**src/hdl/ucfh_pkg.sv**
```systemverilog
// Types, codes and constants of the UART command frame handler.
// No dependencies; imported by the core and its checker.
package ucfh_pkg;

  typedef logic [7:0] byte_t;

  typedef enum logic [2:0] {
    ST_IDLE,
    ST_READ,
    ST_CHECK,
    ST_EXEC,
    ST_DIV,
    ST_LOAD
  } state_t;

  localparam logic [2:0] STAT_OK  = 3'd0;
  localparam logic [2:0] STAT_XOR = 3'd1;
  localparam logic [2:0] STAT_LEN = 3'd2;
  localparam logic [2:0] STAT_CMD = 3'd3;
  localparam logic [2:0] STAT_HDR = 3'd4;

  localparam byte_t CMD_VERSION  = 8'h01;
  localparam byte_t CMD_SET_FREQ = 8'h02;
  localparam byte_t CMD_GET_FREQ = 8'h03;
  localparam byte_t CMD_SET_DUTY = 8'h04;
  localparam byte_t CMD_GET_DUTY = 8'h05;

  localparam byte_t HDR_RX    = 8'hCA;
  localparam byte_t HDR_TX    = 8'hAC;
  localparam byte_t LEN_SHORT = 8'h01;
  localparam byte_t LEN_LONG  = 8'h04;

  localparam logic [8:0] FRAME_EXTRA = 9'd4;

  localparam logic [1:0] CFG_FREQ_MIN = 2'd0;
  localparam logic [1:0] CFG_FREQ_MAX = 2'd1;
  localparam logic [1:0] CFG_DUTY_MAX = 2'd2;
  localparam logic [1:0] CFG_VERSION  = 2'd3;

  localparam logic [15:0] RST_FREQ_MIN = 16'd100;
  localparam logic [15:0] RST_FREQ_MAX = 16'd10000;
  localparam logic [15:0] RST_DUTY_MAX = 16'd100;
  localparam byte_t       RST_VERSION  = 8'h11;

  localparam logic [15:0] K1000 = 16'd1000;
  localparam logic [15:0] K100  = 16'd100;
  localparam logic [15:0] K10   = 16'd10;

  // reciprocals: q = (x * RCP) >> SH, exact for any 16-bit x
  localparam logic [16:0] RCP_1000 = 17'd67109;
  localparam logic [4:0]  SH_1000  = 5'd26;
  localparam logic [16:0] RCP_100  = 17'd83887;
  localparam logic [4:0]  SH_100   = 5'd23;
  // exact for x below 100
  localparam logic [16:0] RCP_10   = 17'd103;
  localparam logic [4:0]  SH_10    = 5'd10;

  // divisor of each digit stage of the decimal readback
  function automatic logic [15:0] div_divisor(logic is_freq, logic [1:0] stage);
    logic [15:0] v;
    if (is_freq) begin
      case (stage)
        2'd0:    v = K1000;
        2'd1:    v = K100;
        default: v = K10;
      endcase
    end else begin
      case (stage)
        2'd0:    v = K100;
        default: v = K10;
      endcase
    end
    return v;
  endfunction

  function automatic logic [16:0] div_recip(logic is_freq, logic [1:0] stage);
    logic [16:0] v;
    case (div_divisor(is_freq, stage))
      K1000:   v = RCP_1000;
      K100:    v = RCP_100;
      default: v = RCP_10;
    endcase
    return v;
  endfunction

  function automatic logic [4:0] div_shift(logic is_freq, logic [1:0] stage);
    logic [4:0] v;
    case (div_divisor(is_freq, stage))
      K1000:   v = SH_1000;
      K100:    v = SH_100;
      default: v = SH_10;
    endcase
    return v;
  endfunction

  function automatic logic [1:0] div_last(logic is_freq);
    return is_freq ? 2'd2 : 2'd1;
  endfunction

endpackage

```
**src/hdl/uart_command_frame_handler_core.sv**
```systemverilog
// UART command frame handler core: frame buffer RAM, checker, reciprocal-multiply
// digit unit and reply drain; depends on ucfh_pkg. Byte words give no result.
// After an accepted gap: buffer reads, check, execute, digit unit for a readback,
// load and output register; reply words follow one per cycle unless out_stall holds
// them; bytes stall while a frame is processed, a gap also until the previous reply
// has drained. Sync reset restores defaults, clears counts and settings.
module uart_command_frame_handler_core #(
  parameter int BUF_DEPTH = 32
) (
  input  logic                clk,
  input  logic                rst,
  input  logic                in_valid,
  output logic                in_stall,
  input  logic                func,
  input  ucfh_pkg::byte_t     rx_byte,
  output logic                out_valid,
  input  logic                out_stall,
  output ucfh_pkg::byte_t     tx_byte,
  output logic                tx_valid,
  output logic                last,
  output logic [2:0]          check_status,
  output logic [15:0]         freq_value,
  output logic [15:0]         duty_value,
  output logic                freq_updated,
  output logic                duty_updated,
  input  logic                cfg_we,
  input  logic [1:0]          cfg_index,
  input  logic [15:0]         cfg_data
);
  import ucfh_pkg::*;

  localparam int AW = $clog2(BUF_DEPTH);
  localparam int CW = $clog2(BUF_DEPTH + 1);

  state_t state, state_next;

  logic [15:0] freq_min, freq_max, duty_max;
  byte_t       version_byte;
  logic [15:0] freq_setting, duty_setting;

  byte_t       mem [BUF_DEPTH];
  byte_t       mem_rdata;
  logic [AW-1:0] rd_addr;

  logic [CW-1:0] rx_count, frm_count;
  byte_t         running_xor, frm_xor;
  logic [2:0]    rd_idx;
  logic [2:0]    cap_pos;
  byte_t         fb [7];

  logic          in_fire, byte_wr, gap_go;
  logic [2:0]    status, status_next;
  logic [15:0]   part_a, part_b, part_a_next, part_b_next;
  logic [8:0]    len_sum;

  logic          dv_freq;
  logic [15:0]   dv_rem, dv_rem_next;
  logic [9:0]    dv_quo, dv_quo_next;
  logic          dv_half;
  logic [1:0]    dv_stage;
  logic [32:0]   dv_prod;
  logic [9:0]    dg [4];

  byte_t         dbyte [8];
  byte_t         rep_next [8];
  byte_t         rep [8];
  byte_t         rep_x;
  logic [3:0]    n_data;
  logic [3:0]    rep_len;
  logic [2:0]    rep_idx;
  logic [2:0]    rep_status;
  logic          rep_ok, rep_fu, rep_du, rep_busy;
  logic          out_adv;

  assign in_fire = in_valid && !in_stall;
  assign byte_wr = in_fire && !func && (rx_count < CW'(BUF_DEPTH));
  assign gap_go  = in_fire && func && (rx_count != '0);
  assign cap_pos = rd_idx - 3'd1;

  // next state
  always_comb begin
    state_next = state;
    unique case (state)
      ST_IDLE:  if (gap_go) state_next = ST_READ;
      ST_READ:  if (rd_idx == 3'd7) state_next = ST_CHECK;
      ST_CHECK: state_next = ST_EXEC;
      ST_EXEC: begin
        if (status != STAT_OK) begin
          state_next = ST_LOAD;
        end else if (fb[1] == CMD_GET_FREQ || fb[1] == CMD_GET_DUTY) begin
          state_next = ST_DIV;
        end else begin
          state_next = ST_LOAD;
        end
      end
      ST_DIV:   if (dv_half && dv_stage == div_last(dv_freq)) state_next = ST_LOAD;
      ST_LOAD:  state_next = ST_IDLE;
      default:  state_next = ST_IDLE;
    endcase
  end

  // state outputs
  always_comb begin
    in_stall = (state != ST_IDLE) || (func && rep_busy);
    rd_addr  = AW'(rd_idx);
  end

  always_ff @(posedge clk) begin
    if (rst) begin
      state <= ST_IDLE;
    end else begin
      state <= state_next;
    end
  end

  // configuration
  always_ff @(posedge clk) begin
    if (rst) begin
      freq_min     <= RST_FREQ_MIN;
      freq_max     <= RST_FREQ_MAX;
      duty_max     <= RST_DUTY_MAX;
      version_byte <= RST_VERSION;
    end else if (cfg_we) begin
      unique case (cfg_index)
        CFG_FREQ_MIN: freq_min     <= cfg_data;
        CFG_FREQ_MAX: freq_max     <= cfg_data;
        CFG_DUTY_MAX: duty_max     <= cfg_data;
        CFG_VERSION:  version_byte <= cfg_data[7:0];
        default:      ;
      endcase
    end
  end

  // frame buffer
  always_ff @(posedge clk) begin
    if (byte_wr) begin
      mem[rx_count[AW-1:0]] <= rx_byte;
    end
    mem_rdata <= mem[rd_addr];
  end

  always_ff @(posedge clk) begin
    if (rst) begin
      rx_count    <= '0;
      running_xor <= '0;
    end else if (in_fire && func) begin
      rx_count    <= '0;
      running_xor <= '0;
    end else if (byte_wr) begin
      rx_count    <= rx_count + CW'(1);
      running_xor <= running_xor ^ rx_byte;
    end
  end

  // header capture
  always_ff @(posedge clk) begin
    if (rst) begin
      rd_idx <= '0;
    end else if (gap_go) begin
      rd_idx <= '0;
    end else if (state == ST_READ) begin
      rd_idx <= rd_idx + 3'd1;
    end
    if (gap_go) begin
      frm_count <= rx_count;
      frm_xor   <= running_xor;
    end
    if (state == ST_READ && rd_idx != 3'd0) begin
      fb[cap_pos] <= (CW'(cap_pos) < frm_count) ? mem_rdata : 8'h00;
    end
  end

  // frame check and decimal partial sums
  always_comb begin
    len_sum = {1'b0, fb[2]} + FRAME_EXTRA;
    if (fb[0] != HDR_RX) begin
      status_next = STAT_HDR;
    end else if (fb[1] < CMD_VERSION || fb[1] > CMD_GET_DUTY) begin
      status_next = STAT_CMD;
    end else if (len_sum != 9'(frm_count)) begin
      status_next = STAT_LEN;
    end else if (frm_xor != 8'h00) begin
      status_next = STAT_XOR;
    end else begin
      status_next = STAT_OK;
    end
    if (fb[1] == CMD_SET_FREQ) begin
      part_a_next = {8'h00, fb[3]} * K1000 + {8'h00, fb[4]} * K100;
      part_b_next = {8'h00, fb[5]} * K10 + {8'h00, fb[6]};
    end else begin
      part_a_next = {8'h00, fb[3]} * K100 + {8'h00, fb[4]} * K10;
      part_b_next = {8'h00, fb[5]};
    end
  end

  always_ff @(posedge clk) begin
    if (state == ST_CHECK) begin
      status <= status_next;
      part_a <= part_a_next;
      part_b <= part_b_next;
    end
  end

  // settings
  always_ff @(posedge clk) begin
    if (rst) begin
      freq_setting <= '0;
      duty_setting <= '0;
    end else if (state == ST_EXEC && status == STAT_OK) begin
      if (fb[1] == CMD_SET_FREQ) freq_setting <= part_a + part_b;
      if (fb[1] == CMD_SET_DUTY) duty_setting <= part_a + part_b;
    end
  end

  // digit unit: reciprocal multiply for the quotient, then the remainder
  always_comb begin
    dv_prod     = {17'b0, dv_rem} * {16'b0, div_recip(dv_freq, dv_stage)};
    dv_quo_next = 10'(dv_prod >> div_shift(dv_freq, dv_stage));
    dv_rem_next = dv_rem - ({6'b0, dv_quo} * div_divisor(dv_freq, dv_stage));
  end

  always_ff @(posedge clk) begin
    if (state == ST_EXEC) begin
      dv_freq  <= (fb[1] == CMD_GET_FREQ);
      dv_rem   <= (fb[1] == CMD_GET_FREQ) ? freq_setting : duty_setting;
      dv_stage <= 2'd0;
      dv_half  <= 1'b0;
    end else if (state == ST_DIV) begin
      if (!dv_half) begin
        dv_quo  <= dv_quo_next;
        dv_half <= 1'b1;
      end else begin
        dv_rem       <= dv_rem_next;
        dv_half      <= 1'b0;
        dg[dv_stage] <= dv_quo;
        if (dv_stage == div_last(dv_freq)) begin
          dg[dv_stage + 2'd1] <= dv_rem_next[9:0];
        end else begin
          dv_stage <= dv_stage + 2'd1;
        end
      end
    end
  end

  // reply build
  always_comb begin
    for (int i = 0; i < 8; i++) dbyte[i] = 8'h00;
    dbyte[0] = HDR_TX;
    dbyte[1] = fb[1];
    n_data   = 4'd4;
    case (fb[1])
      CMD_VERSION: begin
        dbyte[2] = LEN_SHORT;
        dbyte[3] = version_byte;
      end
      CMD_SET_FREQ: begin
        dbyte[2] = LEN_SHORT;
        dbyte[3] = {7'b0, (freq_setting >= freq_min) && (freq_setting <= freq_max)};
      end
      CMD_GET_FREQ: begin
        dbyte[2] = LEN_LONG;
        dbyte[3] = dg[0][7:0];
        dbyte[4] = dg[1][7:0];
        dbyte[5] = dg[2][7:0];
        dbyte[6] = dg[3][7:0];
        n_data   = 4'd7;
      end
      CMD_SET_DUTY: begin
        dbyte[2] = LEN_SHORT;
        dbyte[3] = {7'b0, duty_setting <= duty_max};
      end
      default: begin
        dbyte[2] = LEN_LONG;
        dbyte[3] = dg[0][7:0];
        dbyte[4] = dg[1][7:0];
        dbyte[5] = dg[2][7:0];
        n_data   = 4'd6;
      end
    endcase
    rep_x = 8'h00;
    for (int i = 0; i < 8; i++) rep_x = rep_x ^ dbyte[i];
    for (int i = 0; i < 8; i++) begin
      rep_next[i] = (4'(i) == n_data) ? rep_x : dbyte[i];
    end
  end

  // reply drain and output register
  assign out_adv = !out_valid || !out_stall;

  always_ff @(posedge clk) begin
    if (state == ST_LOAD) begin
      rep_idx    <= '0;
      rep_status <= status;
      rep_ok     <= (status == STAT_OK);
      rep_fu     <= (status == STAT_OK) && (fb[1] == CMD_SET_FREQ);
      rep_du     <= (status == STAT_OK) && (fb[1] == CMD_SET_DUTY);
      if (status == STAT_OK) begin
        for (int i = 0; i < 8; i++) rep[i] <= rep_next[i];
        rep_len <= n_data + 4'd1;
      end else begin
        rep[0]  <= 8'h00;
        rep_len <= 4'd1;
      end
    end else if (out_adv && rep_busy) begin
      rep_idx <= rep_idx + 3'd1;
    end
    if (out_adv && rep_busy) begin
      tx_byte      <= rep[rep_idx];
      tx_valid     <= rep_ok;
      last         <= ({1'b0, rep_idx} == rep_len - 4'd1);
      check_status <= rep_status;
      freq_value   <= freq_setting;
      duty_value   <= duty_setting;
      freq_updated <= rep_fu;
      duty_updated <= rep_du;
    end
  end

  always_ff @(posedge clk) begin
    if (rst) begin
      rep_busy  <= 1'b0;
      out_valid <= 1'b0;
    end else begin
      if (state == ST_LOAD) begin
        rep_busy <= 1'b1;
      end else if (out_adv && rep_busy && ({1'b0, rep_idx} == rep_len - 4'd1)) begin
        rep_busy <= 1'b0;
      end
      if (out_adv) begin
        out_valid <= rep_busy;
      end
    end
  end

endmodule

```
**config.mk**
```make
export PLATFORM = sky130hd
export DESIGN_NAME = uart_command_frame_handler_core
export DESIGN_NICKNAME = d
export VERILOG_FILES = /design/src/hdl/ucfh_pkg.sv /design/src/hdl/uart_command_frame_handler_core.sv
export SDC_FILE = /design/constraint.sdc
export NUM_CORES = 2
export LEC_CHECK = 0
export ABC_AREA = 0
export BUFFER_PORTS_ARGS = -buffer_cell sky130_fd_sc_hd__buf_4
export CORE_MARGIN = 8
export CORE_UTILIZATION = 56
export CTS_CLUSTER_DIAMETER = 50
export DETAILED_ROUTE_END_ITERATION = 6
export GPL_ROUTABILITY_DRIVEN = 0
export PLACE_DENSITY = 0.73
export RECOVER_POWER = 25
export SLEW_MARGIN = 10
export SYNTH_ARGS = -nofsm -noshare
export SYNTH_HDL_FRONTEND = slang
export SYNTH_SLANG_ARGS = --single-unit
```
**constraint.sdc**
```tcl
create_clock -name clk -period 8 [get_ports clk]
set_input_delay 2.4 -clock clk [delete_from_list [all_inputs] [get_ports clk]]
set_output_delay 2.4 -clock clk [all_outputs]
set_load 0.02 [all_outputs]
```
# --- Word-level counts from Yosys, hierarchy flattened ---
# Memories as Yosys holds them, arrays and structs flattened. A register that Yosys moved wholly into a read port is not among the register bits.
# Index checks and enable logic that the tools add are counted.
word_totals:
  regBits: 238
  ram_bits: 416
  input_bits: 32
  output_inout_bits: 49
  elab_cells: 215
  memories: 4
classes:
  n_addsub: 13
  n_mul: 7
  order_cmp: 7
  eq_ne: 31
  shift: 1
  n_mux: 57
  bitwise_logic: 11
  n_reduce_logical: 48
memory_table:
  columns: ["name", "depth", "width", "rd", "rd_clocked_by_memory_dff", "wr", "line_no", "source"]
  rows:
  - ["mem", 32, 8, 1, 1, 1, "uart_command_frame_handler_core.sv:41", "byte_t mem [BUF_DEPTH];"]
  - ["rep", 8, 8, 1, 1, 8, "uart_command_frame_handler_core.sv:66", "byte_t rep [8];"]
  - ["fb", 7, 8, 7, 0, 1, "uart_command_frame_handler_core.sv:49", "byte_t fb [7];"]
  - ["dg", 4, 10, 4, 0, 2, "uart_command_frame_handler_core.sv:62", "logic [9:0] dg [4];"]
ops:
  columns: ["operator", "n"]
  rows:
  - ["16-bit two-way mux", 7]
  - ["8-bit two-way mux", 12]
  - ["8-bit XOR", 6]
  - ["17-bit case mux with 2 select lines", 1]
  - ["16-bit by 17-bit multiplier with 33-bit output", 1]
  - ["11-bit case mux with 3 select lines", 1]
  - ["33-bit by 5-bit >> shifter with 10-bit output", 1]
  - ["16-bit less-or-equal comparator", 2]
  - ["8-bit by 5-bit multiplier with 13-bit output (second input constant)", 2]
  - ["1-bit two-way mux", 25]
  - ["8-bit by 3-bit multiplier with 11-bit output (second input constant)", 2]
  - ["10-bit case mux with 2 select lines", 1]
  - ["15-bit by 12-bit adder with 16-bit output", 1]
  - ["16-bit by 13-bit adder with 16-bit output", 1]
  - ["16-bit by 15-bit adder with 16-bit output", 1]
  - ["16-bit by 10-bit equality test with 1-bit output (second input constant)", 1]
  - ["16-bit by 7-bit equality test with 1-bit output (second input constant)", 1]
  - ["3-bit by 4-bit equality test with 1-bit output (first input constant)", 4]
  - ["8-bit by 2-bit equality test with 1-bit output (second input constant)", 2]
  - ["8-bit by 3-bit equality test with 1-bit output (second input constant)", 2]
  - ["16-bit >= comparator", 1]
  - ["10-bit by 16-bit multiplier with 16-bit output", 1]
  - ["16-bit subtractor", 1]
  - ["3-bit case mux with 5 select lines", 1]
  - ["48 further kinds", 97]

# --- Logic depth before layout (Yosys ltp) ---
logic_depth:
  word_depth: 10
  mapped_depth: 32

# --- Worst setup path before layout ---
# No wires, ideal clock.
synth_path:
  path_type: "flip-flop to flip-flop"
  from: "reg dv_stage[0]"
  to: "reg dv_quo[3] (data pin)"
  setup_ps: 261
  arrival_time_ps: 7085
  required_ps: 7739
  slack_ps: 654
  path_stages_with_launch: 27
  synth_period_minus_slack_ps: 7346
  cell_sequence: "dfxtp_1 > inv_1 > ha_1 > clkbuf_1 > xor2_1 > nor2b_1 > clkbuf_1 > nor2_1 > clkbuf_1 > nand2_1 > fa_1 > fa_1 > fa_1 > fa_1 > fa_1 > inv_1 > fa_1 > ha_1 > clkbuf_1 > a211oi_1 > o21bai_1 > a211oi_2 > nand2_1 > a31o_2 > a21o_1 > xor2_1 > a221o_1"
synth_via:
  elab_chain_cells: 7
synth_rtl:
  columns: ["element", "line_no", "source"]
  rows:
  - ["from (decl)", "uart_command_frame_handler_core.sv:60", "logic [1:0] dv_stage;"]
  - ["from (signal assigned)", "uart_command_frame_handler_core.sv:239", "dv_stage <= dv_stage + 2'd1;"]
  - ["2-bit by 1-bit equality test with 1-bit output or 2-bit logical NOT (tied branches)", "ucfh_pkg.sv:62, ucfh_pkg.sv:68", null]
  - ["10-bit case mux with 2 select lines or 7-bit two-way mux (tied branches)", "ucfh_pkg.sv:62, ucfh_pkg.sv:68", null]
  - ["16-bit two-way mux *", "ucfh_pkg.sv:61", "if (is_freq) begin"]
  - ["16-bit by 7-bit equality test with 1-bit output or 16-bit by 10-bit equality test with 1-bit output (tied branches)", "ucfh_pkg.sv:78, ucfh_pkg.sv:88", null]
  - ["17-bit case mux with 2 select lines", "ucfh_pkg.sv:78", "case (div_divisor(is_freq, stage))"]
  - ["16-bit by 17-bit multiplier with 33-bit output", "uart_command_frame_handler_core.sv:217", "dv_prod = {17'b0, dv_rem} * {16'b0, div_recip(dv_freq, dv_stage)};"]
  - ["33-bit by 5-bit >> shifter with 10-bit output *", "uart_command_frame_handler_core.sv:218", "dv_quo_next = 10'(dv_prod >> div_shift(dv_freq, dv_stage));"]
  - ["named net dv_quo_next[3]", "uart_command_frame_handler_core.sv:58", "logic [9:0] dv_quo, dv_quo_next;"]
  - ["to (signal assigned)", "uart_command_frame_handler_core.sv:230", "dv_quo <= dv_quo_next;"]
  - ["to (decl)", "uart_command_frame_handler_core.sv:58", null]
# Mark *: on every way through the listed nets, which the timed path passes. The rest lies on a longest branch.
# A chain may end at the register's enable or synchronous reset.

# --- Worst setup path after layout ---
layout_path:
  from: "reg dv_stage[1]"
  to: "reg dv_quo[6] (data pin)"
# Same word-level chain as after synthesis.

==> summary.txt <==
status: complete, but fails checks
failing checks: capacitance limit, slew limit
Final min period: 7570 ps
HPWL Detailed: 63.8 mm
Inserted Clock Buffers: 54
RSZ-0062 raised after global routing: false
initial antenna violation count: 1
Post-synth EDFFs: 331
chip height: 260 µm
vias per cell: 5.80
Worst Skew: 29.6 ps
Req. time, crit path: 8350 ps
vias: 23567
I/O Buffers: 80
DIE WIDTH: 260 µm
Mapped Cells: 3189
first drt pass iteration count: 6
Synth top area share: 0.298
final hold violation count: 0
post-layout util: 0.618
die area: 67700 µm²
Worst Tran Pin Value: 1590 ps
VDD IR max: 0.000204 V
post-synthesis sequential area ratio: 0.373
synth top area cells: edfxtp_1 30%, ha_1 15%, fa_1 13%
Finish-stage setup viols: 0
clk buf depth: 3
Critical Path AT: 7920 ps
WL met1: 34.4 mm
Synthesis Warnings: 0
Synth Flop Type: edfxtp_1
Netlist Area Pre-Place: 33400 µm²
cell with the most instances after synthesis: inv_1
CP Class: flop to flop
met3 wire length: 5.62 mm
worst hold path class: flop to flop
Most common cell on crit path: fa_1
final layout net count: 3904
CP Cell Sequence: inv_1, ha_1, mux2i_1, nand2b_1, buf_4, nor2_1, buf_4, fa_1, inv_1, fa_1, inv_1, fa_1, fa_1, fa_1, fa_1, ha_1, o21ai_0, o21ai_0, a211o_1, a22oi_1, o21ai_0, nand4_1, mux2i_1, o221ai_1
Setup TNS Final: 0 ps
CTS tree: yes
DR top layer: met5
startpoint types: flop
global route overflow: 0
# IOs: 81
PD cells: 182 nW/µm²
critical path's top delay family: adder cells
element type at the critical path end: flop
leakage power: 0.0159 µW
Fillers: 4716
worst hold slack: 416 ps
GRT Total Usage: 0.243
area growth from synthesis to layout: 9.21%
buffers and inverters on the worst path: 5
DRC: 0
worst-path fanout max: 12
Distinct cells, synth: 87
drt total wl: 82.1 mm
sequential standard cell area: 12400 µm²
pin count of the biggest net entering global routing: 96
slew margin rel.: -0.0586
Avg Inst Size Synth: 10.5 µm²
first-pass GRT wire length: 132 mm
post-synthesis register bit count: 456
starting density of the core: 0.566
vias in the first global route: 24529
initial detailed-routing violation count: 1957
Worst path slowest cell: fa_1
Synth area leader: edfxtp_1
H-tree depth: 2
Fmax: 132 MHz
clk_lat worst skew: 620 ps
fin crit share: 0.946
pins over their slew limit: 32
largest stage delay on the critical path: 540 ps
Routed Antenna Nets: 0
Row Count: 89
Placeable Area: 59000 µm²
Syn Nets: 3845
TritonCTS Sinks: 456
top cells by count, synth: 458 x inv_1, 409 x ha_1, 373 x nand2_1, 331 x edfxtp_1, 215 x fa_1
area occupied by multi-input gates: 18800 µm²
Root Buffer: clkbuf_16
Routed WL per cell: 20.2 µm
clock-pin slew on the worst setup and hold paths: 60 ps
maximum capacitance violations: 1
asr flop ratio synth: 0
diodes inserted: 0
metal2 WL: 38.7 mm
proportion of layout cells with a drive suffix above 1: 0.0793
## power by group
group / leakage [µW] / switching, µW / total, µW / internal (µW)
clock: 0.000884 / 1050 / 2470 / 1420
combinational: 0.0110 / 943 / 1590 / 644
sequential: 0.00400 / 19.6 / 2590 / 2570
## worst register-to-register path, stage by stage, from the launching register on
cell	delay (ps)
dfxtp_1	490
inv_1	180
ha_1	250
mux2i_1	300
nand2b_1	180
buf_4	250
nor2_1	60
buf_4	170
fa_1	530
inv_1	60
fa_1	500
inv_1	50
fa_1	480
fa_1	520
fa_1	540
fa_1	500
ha_1	370
o21ai_0	340
o21ai_0	200
a211o_1	290
a22oi_1	290
o21ai_0	210
nand4_1	150
mux2i_1	240
o221ai_1	130
## area by class of cell
class | instances | area share
Inverter | 460 | 0.0474
Clock inverter | 32 | 0.00957
Multi-Input combinational cell | 2174 | 0.515
Tap cell | 773 | 0.0265
Timing Repair Buffer | 102 | 0.0201
Sequential cell | 456 | 0.341
Clock buffer | 69 | 0.0400
## cells by family after synthesis
kind of cell               after synthesis  share of synthesized area
AOI/OAI and AO/OA                      504                     0.0964
xor gates and xnor gates               172                     0.0454
other                                    1                   0.000112
adders and majority gates              624                      0.282
DFF                                    456                      0.373
muxes                                   60                     0.0281
buffers and inverters                  559                     0.0641
and+or+nand+nor                        813                      0.111
## worst paths after layout
check | startpoint | to | slack (ps) | cells past startpoint
max | dv_stage[1] | dv_quo[6] | 430 | 24
min | rep_status[0] | check_status[0] | 420 | 0
max reg2reg | dv_stage[1] | dv_quo[6] | 430 | 24
min reg2reg | rep_status[0] | check_status[0] | 420 | 0
## sequential cells by signal, summed over array words and instances, names as in the netlist, 8 cells and up
| signal | cells |
|---|---|
| mem_rdata | 8 |
| rep | 51 |
| dv_quo | 10 |
| part_a | 15 |
| dg | 32 |
| part_b | 13 |
| fb | 56 |
| dv_rem | 16 |
| freq_value | 16 |
| version_byte | 8 |
| running_xor | 8 |
| duty_setting | 16 |
| tx_byte | 8 |
| duty_max | 16 |
| freq_max | 16 |
| mem | 64 |
| duty_value | 16 |
| freq_setting | 16 |
| frm_xor | 8 |
| freq_min | 16 |
## cell usage in the layout, fill, tap and decap left out, drive strengths merged, types with 9 or more instances in the layout
cell type  count
a22o          13
a21o          44
mux2          21
o21a          23
mux4          25
buf           93
a31oi         21
edfxtp       331
and3          31
xor2          53
xnor2        119
clkbuf        78
ha           409
nand2        373
nor3          37
nor4           9
nand4         20
inv          470
a211oi        17
fa           215
and2          38
nand3         32
o22ai          9
nand2b        22
nand3b        12
o21ai        101
o21bai        15
nor2         188
nor2b         26
a21oi        179
mux2i         14
a211o         12
clkinv        16
dfxtp        125
## routing by layer
| layer | GRT usage | vias up |
|---|---|---|
| li1 | - | 10958 |
| met1 | 0.317 | 11513 |
| met2 | 0.404 | 856 |
| met3 | 0.0434 | 238 |
| met4 | 0.0916 | 2 |
| met5 | 0 | - |
## through the flow
| stage | power (µW) | setup slack (ps) | std cells | cell area [µm²] |
|---|---|---|---|---|
| 2_1_floorplan | 3800 | 654 | 3189 | 33400 |
| 3_3_place_gp | 4130 | 641 | 3965 | 34700 |
| 3_5_place_dp | 4190 | 470 | 3965 | 34700 |
| 4_1_cts | 6660 | 405 | 4066 | 36500 |
| 5_1_grt | 6930 | 57.5 | 4066 | 36500 |
| 6_report | 6650 | 432 | 4066 | 36500 |
## what timing repair did
| action | in CTS | in global routing |
|---|---|---|
| setup endpoints to repair | 0 | 7 |
| hold buffers | 0 | 0 |
| gates resized for setup | 0 | 3 |
| endpoints found under the hold margin | 0 | 0 |
| setup buffers | 0 | 0 |
(Power assumes the default switching activity.)
